$ cat config.mk
export PLATFORM = sky130hd
export DESIGN_NAME = sstod_time
export DESIGN_NICKNAME = d
export VERILOG_FILES = /design/src/sv/sstod_pkg.sv /design/src/sv/sstod_time.sv
export SDC_FILE = /design/constraint.sdc
export NUM_CORES = 1
export LEC_CHECK = 0
export BUFFER_PORTS_ARGS = -buffer_cell sky130_fd_sc_hd__buf_2
export CORE_MARGIN = 5
export CORE_UTILIZATION = 48
export DETAILED_ROUTE_END_ITERATION = 8
export PLACE_DENSITY = 0.83
export SLEW_MARGIN = 15
export SYNTH_ARGS = -nofsm -noshare
export SYNTH_HDL_FRONTEND = slang
export SYNTH_SLANG_ARGS = --single-unit
$ cat constraint.sdc
create_clock -name clk -period 3.8 [get_ports clk]
set_clock_uncertainty 0.05 [all_clocks]
set_input_delay 0.76 -clock clk [delete_from_list [all_inputs] [get_ports clk]]
set_output_delay 0.76 -clock clk [all_outputs]
set_load 0.01 [all_outputs]
$ cat src/sv/sstod_pkg.sv
// types and constants shared by the serial-set time-of-day clock
// no dependencies; compiled first
package sstod_pkg;

	typedef logic [7:0] byte_t;
	typedef logic [6:0] field_t;

	// command codes of an input transaction
	localparam logic CMD_BYTE = 1'b0;
	localparam logic CMD_TICK = 1'b1;

	// characters
	localparam byte_t CHAR_NEWLINE = 8'h0A;
	localparam byte_t CHAR_COLON   = 8'h3A;
	localparam byte_t CHAR_ZERO    = 8'h30;
	localparam byte_t CHAR_NINE    = 8'h39;

	// only the first bytes of a line take part in matching
	localparam int KEEP_BYTES = 12;
	localparam int RESET_LEN  = 12;
	localparam int TIME_LEN   = 8;
	localparam int COLON_POS0 = 2;
	localparam int COLON_POS1 = 5;

	localparam byte_t RESET_WORD [KEEP_BYTES] = '{
		8'h52, 8'h45, 8'h53, 8'h45, 8'h54, 8'h5F,
		8'h53, 8'h59, 8'h53, 8'h54, 8'h45, 8'h4D
	};

	// time limits
	localparam field_t SEC_WRAP  = 7'd60;
	localparam field_t MIN_WRAP  = 7'd60;
	localparam field_t HOUR_WRAP = 7'd24;
	localparam field_t FIELD_MAX = 7'd100;

	typedef struct packed {
		logic   command;
		byte_t  rx_byte;
	} item_t;

	typedef struct packed {
		field_t hours;
		field_t minutes;
		field_t seconds;
	} result_t;

	// action decoded from a completed line
	typedef struct packed {
		logic   clear;
		logic   load;
		field_t hours;
		field_t minutes;
		field_t seconds;
	} line_cmd_t;

endpackage

$ cat src/sv/sstod_time.sv
// time counters with fresh mark: load, clear and one-second advance
// depends on sstod_pkg
module sstod_time (
	input  logic                 clk,
	input  logic                 arst_n,
	input  logic                 tick,
	input  sstod_pkg::line_cmd_t line_cmd,
	output sstod_pkg::result_t   now
);
	import sstod_pkg::*;

	field_t hours_q;
	field_t minutes_q;
	field_t seconds_q;
	logic   fresh_q;
	field_t sec_inc;
	field_t min_inc;
	field_t hour_inc;
	field_t sec_nxt;
	field_t min_nxt;
	field_t hour_nxt;
	logic   min_carry;
	logic   hour_carry;

	// advance by one second, each wrap test applied on its own
	always_comb begin
		sec_inc   = seconds_q + 7'd1;
		min_carry = (sec_inc == SEC_WRAP);
		sec_nxt   = (min_carry || sec_inc >= FIELD_MAX) ? '0 : sec_inc;

		min_inc    = minutes_q + {6'd0, min_carry};
		hour_carry = (min_inc == MIN_WRAP);
		min_nxt    = (hour_carry || min_inc >= FIELD_MAX) ? '0 : min_inc;

		hour_inc = hours_q + {6'd0, hour_carry};
		hour_nxt = (hour_inc == HOUR_WRAP || hour_inc >= FIELD_MAX) ? '0 : hour_inc;
	end

	always_ff @(posedge clk or negedge arst_n) begin
		if (!arst_n) begin
			hours_q   <= '0;
			minutes_q <= '0;
			seconds_q <= '0;
			fresh_q   <= 1'b0;
		end else if (line_cmd.clear) begin
			hours_q   <= '0;
			minutes_q <= '0;
			seconds_q <= '0;
			fresh_q   <= 1'b0;
		end else if (line_cmd.load) begin
			hours_q   <= line_cmd.hours;
			minutes_q <= line_cmd.minutes;
			seconds_q <= line_cmd.seconds;
			fresh_q   <= 1'b1;
		end else if (tick) begin
			if (fresh_q) begin
				fresh_q <= 1'b0;
			end else begin
				hours_q   <= hour_nxt;
				minutes_q <= min_nxt;
				seconds_q <= sec_nxt;
			end
		end
	end

	assign now.hours   = hours_q;
	assign now.minutes = minutes_q;
	assign now.seconds = seconds_q;

endmodule

==> impl_metrics.toml <==
[outcome]
run_status = "finished, final reports clean"

[pwr]
power_leakage_nw = 1.01
pwr_density_cell_nw_per_um2 = 278
power_frac_clock_pct = 28.3
switching_share_pct = 32.9
p_seq_share_pct = 45.1
ir_drop_v = 0.000263
internal_power_uw = 417
netSwitchingPower_uw = 205
pwr-share-comb_pct = 26.6
finalPower_uw = 621

[floorplanning]
io_pins = 47
die_y_um = 70.4
rows = 22
core_area_um2 = 3610
start_util_pct = 48.6
die-area_um2 = 4960
die_x_um = 70.4

[setup_path]
r2r-start = "seconds_q[1]$_DFFE_PN0P_"
reg2reg_depth = 17
crit_end = "hours_q[2]$_DFFE_PN0P_"
crit_start = "seconds_q[1]$_DFFE_PN0P_"
worstSetupPathType = "register to register"
cp_data_required_time_ps = 3910
reg2reg_to = "hours_q[2]$_DFFE_PN0P_"
end_kind = "register"
cp.arrival_ps = 3760
crit_fanout = 5
worstSetupStartpointType = "register"
rrSetupSlack_ps = 150

[logic_synthesis]
syn_area_um2 = 1750
yosysUniqueCellTypes = 45
synth_fp_nets = 256
ys_ff_latch = 22
syn_area_per_cell_um2 = 7.79
yosysSeqAreaShare_pct = 31.4
synth_edf_count = 0
synth-main-ff-cell = "dfrtp_1"
synthTopCellsByArea = "dfrtp_1 (31%), nand2_1 (4.9%), nor2_1 (4.7%), a21oi_1 (4.6%), nor3_1 (4.3%)"
yosys_warnings = 0
synth_area_leader_cell = "dfrtp_1"
synth_top_cell_area_share_pct = 31.4
synth_cells = 225
async_flop_share_pct = 100

[detailed_routing]
totalWireLength_um = 5240
initialDrtViolationCount = 210
first_pass_iters = 6
ant_nets = 0
wl_per_cell_um = 16.3
remaining_drc_errors = 0
vias = 2012
viasPerCell = 6.25

[cts]
numCtsBuffers = 3
clk_pin_slew_worst_paths_ps = 80
clk-insertion-delay-late_ps = 280
cts_root_buf = "clkbuf_8"
htreeDepth = 1
cts_tree = "yes"
clock_path_buffers = 2
cts.sinks = 22

[layout]
syn2layout_area_growth_pct = 27.6
utilization_pct = 62.0
post_layout_nonfiller_instances = 322
layout.nets = 306
fin_area_um2 = 2230
n_antenna_cell = 0
fill_cells = 306
layout-drive-gt1-share_pct = 31.0

[place]
gp_congestion = 0.884
dpl-instance-area_um2 = 2120
dp_slack_ps = -69.4
portBuffers = 46
dp_cells = 315
dp_hpwl_um = 3740

[timing]
hold_slack_ps = 405
slew_headroom_pct = 45.0
fmax_mhz = 274
post-route-period-util_pct = 96.0
setup_viol = 0
slew_viol_final = 0
fin_ws_ps = 153
fin_crit_ps = 3650
hold_viol = 0
fin_setup_tns_ps = 0
worst_pin_slew_ps = 822

[grt]
grt_usage_pct = 20.6
grt_pass1_vias = 1703
grt_pass1_wl_um = 8350
gr-total-overflow = 0
grt_antenna_before_repair = 0
grt_max_degree = 23

[hold_path]
hold_class = "input port to async pin"

[run]
cap_violations = 0
==> flip-flops by register name, indices dropped and copies added (netlist names) <==
| signal | count |
|---|---|
| fresh_q | 1 |
| hours_q | 7 |
| minutes_q | 7 |
| seconds_q | 7 |
==> metal layers <==
metal  GRT usage, %  share of wire (%)  vias up
met5              0                  0        -
met4           4.26               0.92        0
met3           4.32                8.2       12
met2           32.4                 48      113
met1           29.1                 43      948
li1               -                  -      939
==> cell usage in the layout, fill, tap and decap left out, types with 5 or more instances in the layout <==
master / count
nand4_1: 7
a221oi_1: 7
xnor2_1: 5
nor2_1: 21
buf_2: 46
nor3_1: 13
a22oi_1: 6
nand2_1: 23
nand3_1: 11
inv_1: 8
a21oi_1: 16
buf_4: 17
dfrtp_1: 20
nor4_1: 5
==> critical path: stages (launching register included) <==
cell and delay, ps:
dfrtp_2 390, ha_4 130, nand2b_1 80, nor3_2 120, ha_2 240, ha_4 210, nor4b_2 240, and3_1 240
nor2b_4 170, ha_4 150, ha_4 120, buf_4 120, nor2_1 50, a21oi_1 200, nor3_2 80, or4_4 540
a21boi_1 150, a221o_1 250
==> how the worst min path moves through the flow <==
stage | from | to | slack, ps | cells after the start
final | arst_n | hours_q[4]$_DFFE_PN0P_ | 410 | 1
after global routing | arst_n | hours_q[4]$_DFFE_PN0P_ | 440 | 1
after CTS | arst_n | hours_q[4]$_DFFE_PN0P_ | 420 | 1
after detailed placement | fresh_q$_DFFE_PN0P_ | fresh_q$_DFFE_PN0P_ | 480 | 2
after global placement | fresh_q$_DFFE_PN0P_ | fresh_q$_DFFE_PN0P_ | 460 | 2
after floorplan | arst_n | fresh_q$_DFFE_PN0P_ | 410 | 0
==> timing repair <==
item | CTS | global route
gates cloned | 0 | 0
pin swaps | 1 | 4
endpoints found under the setup margin | 3 | 6
buffers inserted | 0 | 3
hold buffers | 0 | 0
resized for setup | 1 | 8
==> area by class of cell <==
type,count,area (um2),share of cell area (%)
multi-input combinational,177,1180,52.7
sequential,22,553,24.7
timing repair buffer,63,358,16.0
tap,48,60.1,2.69
clock buffer,4,55.1,2.46
inverter,8,30.0,1.34
==> Yosys cell counts (all sizes together), types with 5 or more instances <==
cell     n
clkbuf  11
nand2   23
a221oi   7
nor2    22
a21oi   16
ha       5
inv      8
nand4    7
buf      7
nor4     5
nor3    15
a22oi    6
xnor2    5
nand3   12
dfrtp   22
==> cell families after synthesis <==
group           Yosys count  synth area share, %
simple gates            107                 31.0
compound gates           57                 23.1
buf+inv                  26                 6.93
flops                    22                 31.4
xor+xnor                  8                 4.00
fa+ha+maj                 5                 3.57
==> power by group through the flow <==
stage,clock [mW],sequential [mW],combinational (mW)
2_1_floorplan,0,0.284,0.0962
3_3_place_gp,0,0.282,0.157
3_5_place_dp,0,0.283,0.160
5_1_grt,0.190,0.284,0.182
4_1_cts,0.179,0.278,0.161
6_report,0.176,0.280,0.166
(Power assumes the default switching activity.)
