$ cat config.mk
export PLATFORM = sky130hd
export DESIGN_NAME = sstod_line
export DESIGN_NICKNAME = d
export VERILOG_FILES = /design/src/sv/sstod_pkg.sv /design/src/sv/sstod_line.sv
export SDC_FILE = /design/constraint.sdc
export NUM_CORES = 1
export LEC_CHECK = 0
export ABC_AREA = 1
export BUFFER_PORTS_ARGS = -buffer_cell sky130_fd_sc_hd__buf_2
export CORE_AREA = 8 8 116 118
export CTS_CLUSTER_DIAMETER = 60
export DETAILED_ROUTE_END_ITERATION = 16
export DIE_AREA = 0 0 124 126
export PLACE_DENSITY = 0.53
export RECOVER_POWER = 25
export REMOVE_ABC_BUFFERS = 1
export SYNTH_ARGS = -nofsm -noshare
export SYNTH_HDL_FRONTEND = slang
export SYNTH_SLANG_ARGS = --single-unit
$ cat constraint.sdc
create_clock -name clk -period 3.5 [get_ports clk]
set_input_delay 0.175 -clock clk [delete_from_list [all_inputs] [get_ports clk]]
set_output_delay 0.175 -clock clk [all_outputs]
set_load 0.02 [all_outputs]
$ cat src/sv/sstod_pkg.sv
// types and constants shared by the serial-set time-of-day clock
// no dependencies; compiled first
package sstod_pkg;

	typedef logic [7:0] byte_t;
	typedef logic [6:0] field_t;

	// command codes of an input transaction
	localparam logic CMD_BYTE = 1'b0;
	localparam logic CMD_TICK = 1'b1;

	// characters
	localparam byte_t CHAR_NEWLINE = 8'h0A;
	localparam byte_t CHAR_COLON   = 8'h3A;
	localparam byte_t CHAR_ZERO    = 8'h30;
	localparam byte_t CHAR_NINE    = 8'h39;

	// only the first bytes of a line take part in matching
	localparam int KEEP_BYTES = 12;
	localparam int RESET_LEN  = 12;
	localparam int TIME_LEN   = 8;
	localparam int COLON_POS0 = 2;
	localparam int COLON_POS1 = 5;

	localparam byte_t RESET_WORD [KEEP_BYTES] = '{
		8'h52, 8'h45, 8'h53, 8'h45, 8'h54, 8'h5F,
		8'h53, 8'h59, 8'h53, 8'h54, 8'h45, 8'h4D
	};

	// time limits
	localparam field_t SEC_WRAP  = 7'd60;
	localparam field_t MIN_WRAP  = 7'd60;
	localparam field_t HOUR_WRAP = 7'd24;
	localparam field_t FIELD_MAX = 7'd100;

	typedef struct packed {
		logic   command;
		byte_t  rx_byte;
	} item_t;

	typedef struct packed {
		field_t hours;
		field_t minutes;
		field_t seconds;
	} result_t;

	// action decoded from a completed line
	typedef struct packed {
		logic   clear;
		logic   load;
		field_t hours;
		field_t minutes;
		field_t seconds;
	} line_cmd_t;

endpackage

$ cat src/sv/sstod_line.sv
// line collector and decoder: gathers bytes, decodes the line on newline
// depends on sstod_pkg
module sstod_line #(
	parameter int LINE_CAPACITY = 16
) (
	input  logic              clk,
	input  logic              arst_n,
	input  logic              byte_en,
	input  sstod_pkg::byte_t  rx_byte,
	output sstod_pkg::line_cmd_t line_cmd
);
	import sstod_pkg::*;

	localparam int STORE_DEPTH = LINE_CAPACITY - 1;
	localparam int LEN_W       = $clog2(LINE_CAPACITY);

	logic [LEN_W-1:0] len_q;
	byte_t            line_q [KEEP_BYTES];
	logic             is_newline;
	logic             store_en;
	logic             reset_match;
	logic             time_match;

	assign is_newline = (rx_byte == CHAR_NEWLINE);
	assign store_en   = byte_en && !is_newline && (len_q < LEN_W'(STORE_DEPTH));

	// line length, emptied on newline
	always_ff @(posedge clk or negedge arst_n) begin
		if (!arst_n) begin
			len_q <= '0;
		end else if (byte_en && is_newline) begin
			len_q <= '0;
		end else if (store_en) begin
			len_q <= len_q + 1'b1;
		end
	end

	// kept bytes; later bytes only count toward the length
	always_ff @(posedge clk) begin
		for (int i = 0; i < KEEP_BYTES; i++) begin
			if (store_en && len_q == LEN_W'(i)) begin
				line_q[i] <= rx_byte;
			end
		end
	end

	function automatic logic is_digit(input byte_t c);
		return (c >= CHAR_ZERO) && (c <= CHAR_NINE);
	endfunction

	function automatic field_t two_digits(input byte_t hi, input byte_t lo);
		logic [3:0] t;
		logic [3:0] u;
		t = 4'(hi - CHAR_ZERO);
		u = 4'(lo - CHAR_ZERO);
		return {t, 3'b000} + {2'b00, t, 1'b0} + {3'b000, u};
	endfunction

	// match the two known line forms
	always_comb begin
		reset_match = (len_q == LEN_W'(RESET_LEN));
		for (int i = 0; i < KEEP_BYTES; i++) begin
			if (line_q[i] != RESET_WORD[i]) begin
				reset_match = 1'b0;
			end
		end
		time_match = (len_q == LEN_W'(TIME_LEN))
			&& line_q[COLON_POS0] == CHAR_COLON && line_q[COLON_POS1] == CHAR_COLON
			&& is_digit(line_q[0]) && is_digit(line_q[1])
			&& is_digit(line_q[3]) && is_digit(line_q[4])
			&& is_digit(line_q[6]) && is_digit(line_q[7]);
	end

	assign line_cmd.clear   = byte_en && is_newline && reset_match;
	assign line_cmd.load    = byte_en && is_newline && !reset_match && time_match;
	assign line_cmd.hours   = two_digits(line_q[0], line_q[1]);
	assign line_cmd.minutes = two_digits(line_q[3], line_q[4]);
	assign line_cmd.seconds = two_digits(line_q[6], line_q[7]);

endmodule

==> impl_results.md <==
* Flop2flop setup slack at 1200 ps
* CP endpoint: line_cmd[6]
* Final Hold Vio Count at 0
* RSZ-0062 raised after global routing: false
* MaxCap Viol Count at 0
* Comb pwr share at 0.186
* Boundary Pins at 34
* Relative slew slack at 0.2859
* Number of I/O port buffers at 33
* Worst slack, placed at 1192 ps
* CTS sink cnt at 100
* Residual DRC at 0
* CP Max Fanout at 3
* Internal power at 2.123 mW
* Setup ws final at between 1000 and 1500 ps
* Layout area overhead at 13.52%
* Clock Skew at 6.302 ps
* Antenna violations before repair at 0
* Slowest-stage cell, CP: fa_1
* Psw at 0.9254 mW
* Reg area at 0.002983 sq mm
* First-pass GRT wire length at 14890 microns
* Worst-Margin Slew at roughly 1100 ps
* Pwr/cell area at a little under 600 mW/mm^2
* Clock root cell: clkbuf_16
* Synth unique cells at 24
* Post-CTS sizing at 0
* Sw Share at 0.3036
* Synth Flop Type: edfxtp_1
* Fin Hold WS at ~190 ps
* Critical Path RT at 3320 ps
* F_max at 400.7 MHz
* # setup viols final at 0
* Non-filler instance count after layout at 573
* Post-Route Setup TNS at 0 ps
* Final Max Tran Viols at 0
* Hpwl dp at 6404 microns
* Seq/Total Area, Yosys at 0.6524
* M3 GR Usage at 0.03128
* Share of layout cells above drive strength 1 at 0.1291
* Total power at around 3.0 mW
* RePlAce Congestion at 0.7745
* VDD IR-drop max at between 200 and 300 uV
* Min-Delay Path Class: in -> async
* Initial Util at 0.3904
* DRT Wirelength at 9209 microns
* GR peak layer: met2
* DP Area at just under 0.005 sq mm
* Crit. Startpoint: line_q[1][16]
* Clock tree from TritonCTS: done
* CP Depth at 6
* Crit end category: output pin
* Post-route antenna net violation count at 0
* Synthesized area at around 0.0046 sq mm
* Post-Syn Instances at 379
* Final cycle utilization of the critical path at 0.7131
* Yosys warns at 0
* Inst Count DP at approximately 560
* Min Tclk post-route at 2496 ps
* Clock Latency Late Sink at ~340 ps
* # H-tree levels at 3
* Die Y at 126 microns
* Area taken by multi-input logic gates at 0.001343 sq mm
* Vias in the first global route at ~2.7k
* Post-DR wirelength/cell at 16.07 microns
* Mean number of vias per cell at 4.707
* Deepest clock path buffer count at 2
* Count of state elements after synthesis at 100
* Static leakage at 2.043 nW
* CTS Buf Count at 9
* Final nets at 463
* Most used cell, CP: fa_1
* Ant diodes at 0
* Worst r2r src: len_q[0]
* Largest net degree at the start of global routing at 20
* Sequential power share at 0.497
* Via count at 2697
* WS Path Type: reg -> out
* GR Layer Usage met1 at 0.1712
* Post-synth EDFFs at 96
* Slowest stage delay, CP at about 560 ps
* Die W at 124 microns
* Util after Layout at 0.4432
* Pre-antenna DRT Iters at 4
* Fill cell count at 1117
* Crit path launch type: flip-flop
* Clock power frac at 0.317
* Crit path DAT at 2320 ps
* Die Footprint at 0.01562 sq mm
* Ordered cell list for the critical path: fa_1 -> fa_1 -> nand3_1 -> nand2_1 -> xor2_1 -> buf_2
* Met2 GRT Util at 0.1953
* Top Family by Delay on Critical Path: adder cells
* Total Routing Usage GR at 0.1261
* Num rows at 40
* Status: complete, no violations
* Mean post-synth cell area at around 12 sq um
* Path depth of the worst reg2reg path at 6
* Reg2reg end: line_q[1][1]
* Iter 0 DRT Violations at 132
* Gr ovfl total at 0
* Finished Cell Area at approximately 0.0052 sq mm
* Async SR Flop Fraction at 0.04000
* Core ar. at 0.01171 sq mm
* Clock-pin slew on the worst setup and hold paths at 70 ps
* Worst Path Buf+Inv at 1
==> synth_stat cells (3+ instances only) <==
master	n	area (sq um)
a21oi_1	6	30.03
buf_4	3	22.52
dfrtp_1	4	100.1
edfxtp_1	96	2883
fa_1	6	120.1
ha_1	25	312.8
inv_1	51	191.4
nand2_1	63	236.5
nand2_4	3	33.78
nand3_1	25	125.1
nand3b_1	3	22.52
nand4_1	4	25.02
nor2_1	49	183.9
nor3_1	14	70.07
o21ai_0	6	30.03
xor2_1	11	96.34
==> layout make-up <==
cell class                      count  area share
Inverter                           53     0.03881
Sequential cell                   100      0.5747
Clock inverter                      7     0.01374
Tap cell                          147     0.03544
Timing Repair Buffer               36     0.03520
Multi-Input combinational cell    221      0.2587
Clock buffer                        9     0.04339
==> power groups by stage <==
stage          clock network, mW  registers, mW  logic [mW]
6_report                   0.967           1.51       0.568
5_1_grt                     1.04           1.53       0.638
4_1_cts                    0.992           1.52       0.585
3_5_place_dp                   0           1.54       0.582
3_3_place_gp                   0           1.54       0.577
2_1_floorplan                  0           1.52       0.402
==> registers in the layout, indices dropped and copies added (netlist names) <==
signal and count:
len_q 4, line_q 96
==> cells in the final DEF, fill, tap and decap left out, drive strengths merged <==
cell | Yosys | final
xor2 | 11 | 11
inv | 53 | 56
clkbuf | 0 | 15
fa | 6 | 6
o21ai | 6 | 6
nor3 | 16 | 16
ha | 25 | 25
nor3b | 2 | 2
buf | 5 | 29
dfrtp | 4 | 4
nand4 | 4 | 4
nand2 | 67 | 67
a21oi | 6 | 6
dlygate4sd3 | 0 | 1
nand3b | 3 | 3
edfxtp | 96 | 96
nand3 | 26 | 26
clkinv | 0 | 4
nor2 | 49 | 49
==> metal layers <==
metal  vias to the layer above  share of wire
met4                         0         0.0083
met3                         9          0.029
met2                        38           0.49
met5                         -              0
li1                       1360              -
met1                      1290           0.48
==> worst register-to-register path, cell delays in order (launching register included) <==
cell and delay, ps:
dfrtp_1 430, ha_1 290, nand2_4 100, nand2_4 60, inv_4 80, nand2_4 120
nor3_1 840
==> worst min-delay path by stage <==
stage          startpoint       end  slack [ps]  depth (start not counted)
4_1_cts            arst_n  len_q[1]         150                          2
6_report           arst_n  len_q[1]         190                          2
3_3_place_gp       arst_n  len_q[0]         -20                          1
5_1_grt            arst_n  len_q[1]         200                          2
2_1_floorplan      arst_n  len_q[0]        -120                          0
3_5_place_dp       arst_n  len_q[1]         -20                          1
==> cells by family (layout without fill, tap and decap cells) <==
logic type / Yosys count / after routing / share of synthesized area
AOI/OAI and AO/OA: 12 / 12 / 0.01314
xor gates and xnor gates: 11 / 11 / 0.02107
adders and majority gates: 31 / 31 / 0.09469
buffers and inverters: 58 / 105 / 0.05391
DFF: 100 / 100 / 0.6524
and+or+nand+nor: 167 / 167 / 0.1648
==> timing repair <==
item | 4_1_cts | 5_1_grt
hold endpoints to repair | 4 | 0
setup buffers | 0 | 0
hold buffers | 1 | 0
Power figures use the tool's default switching activity.
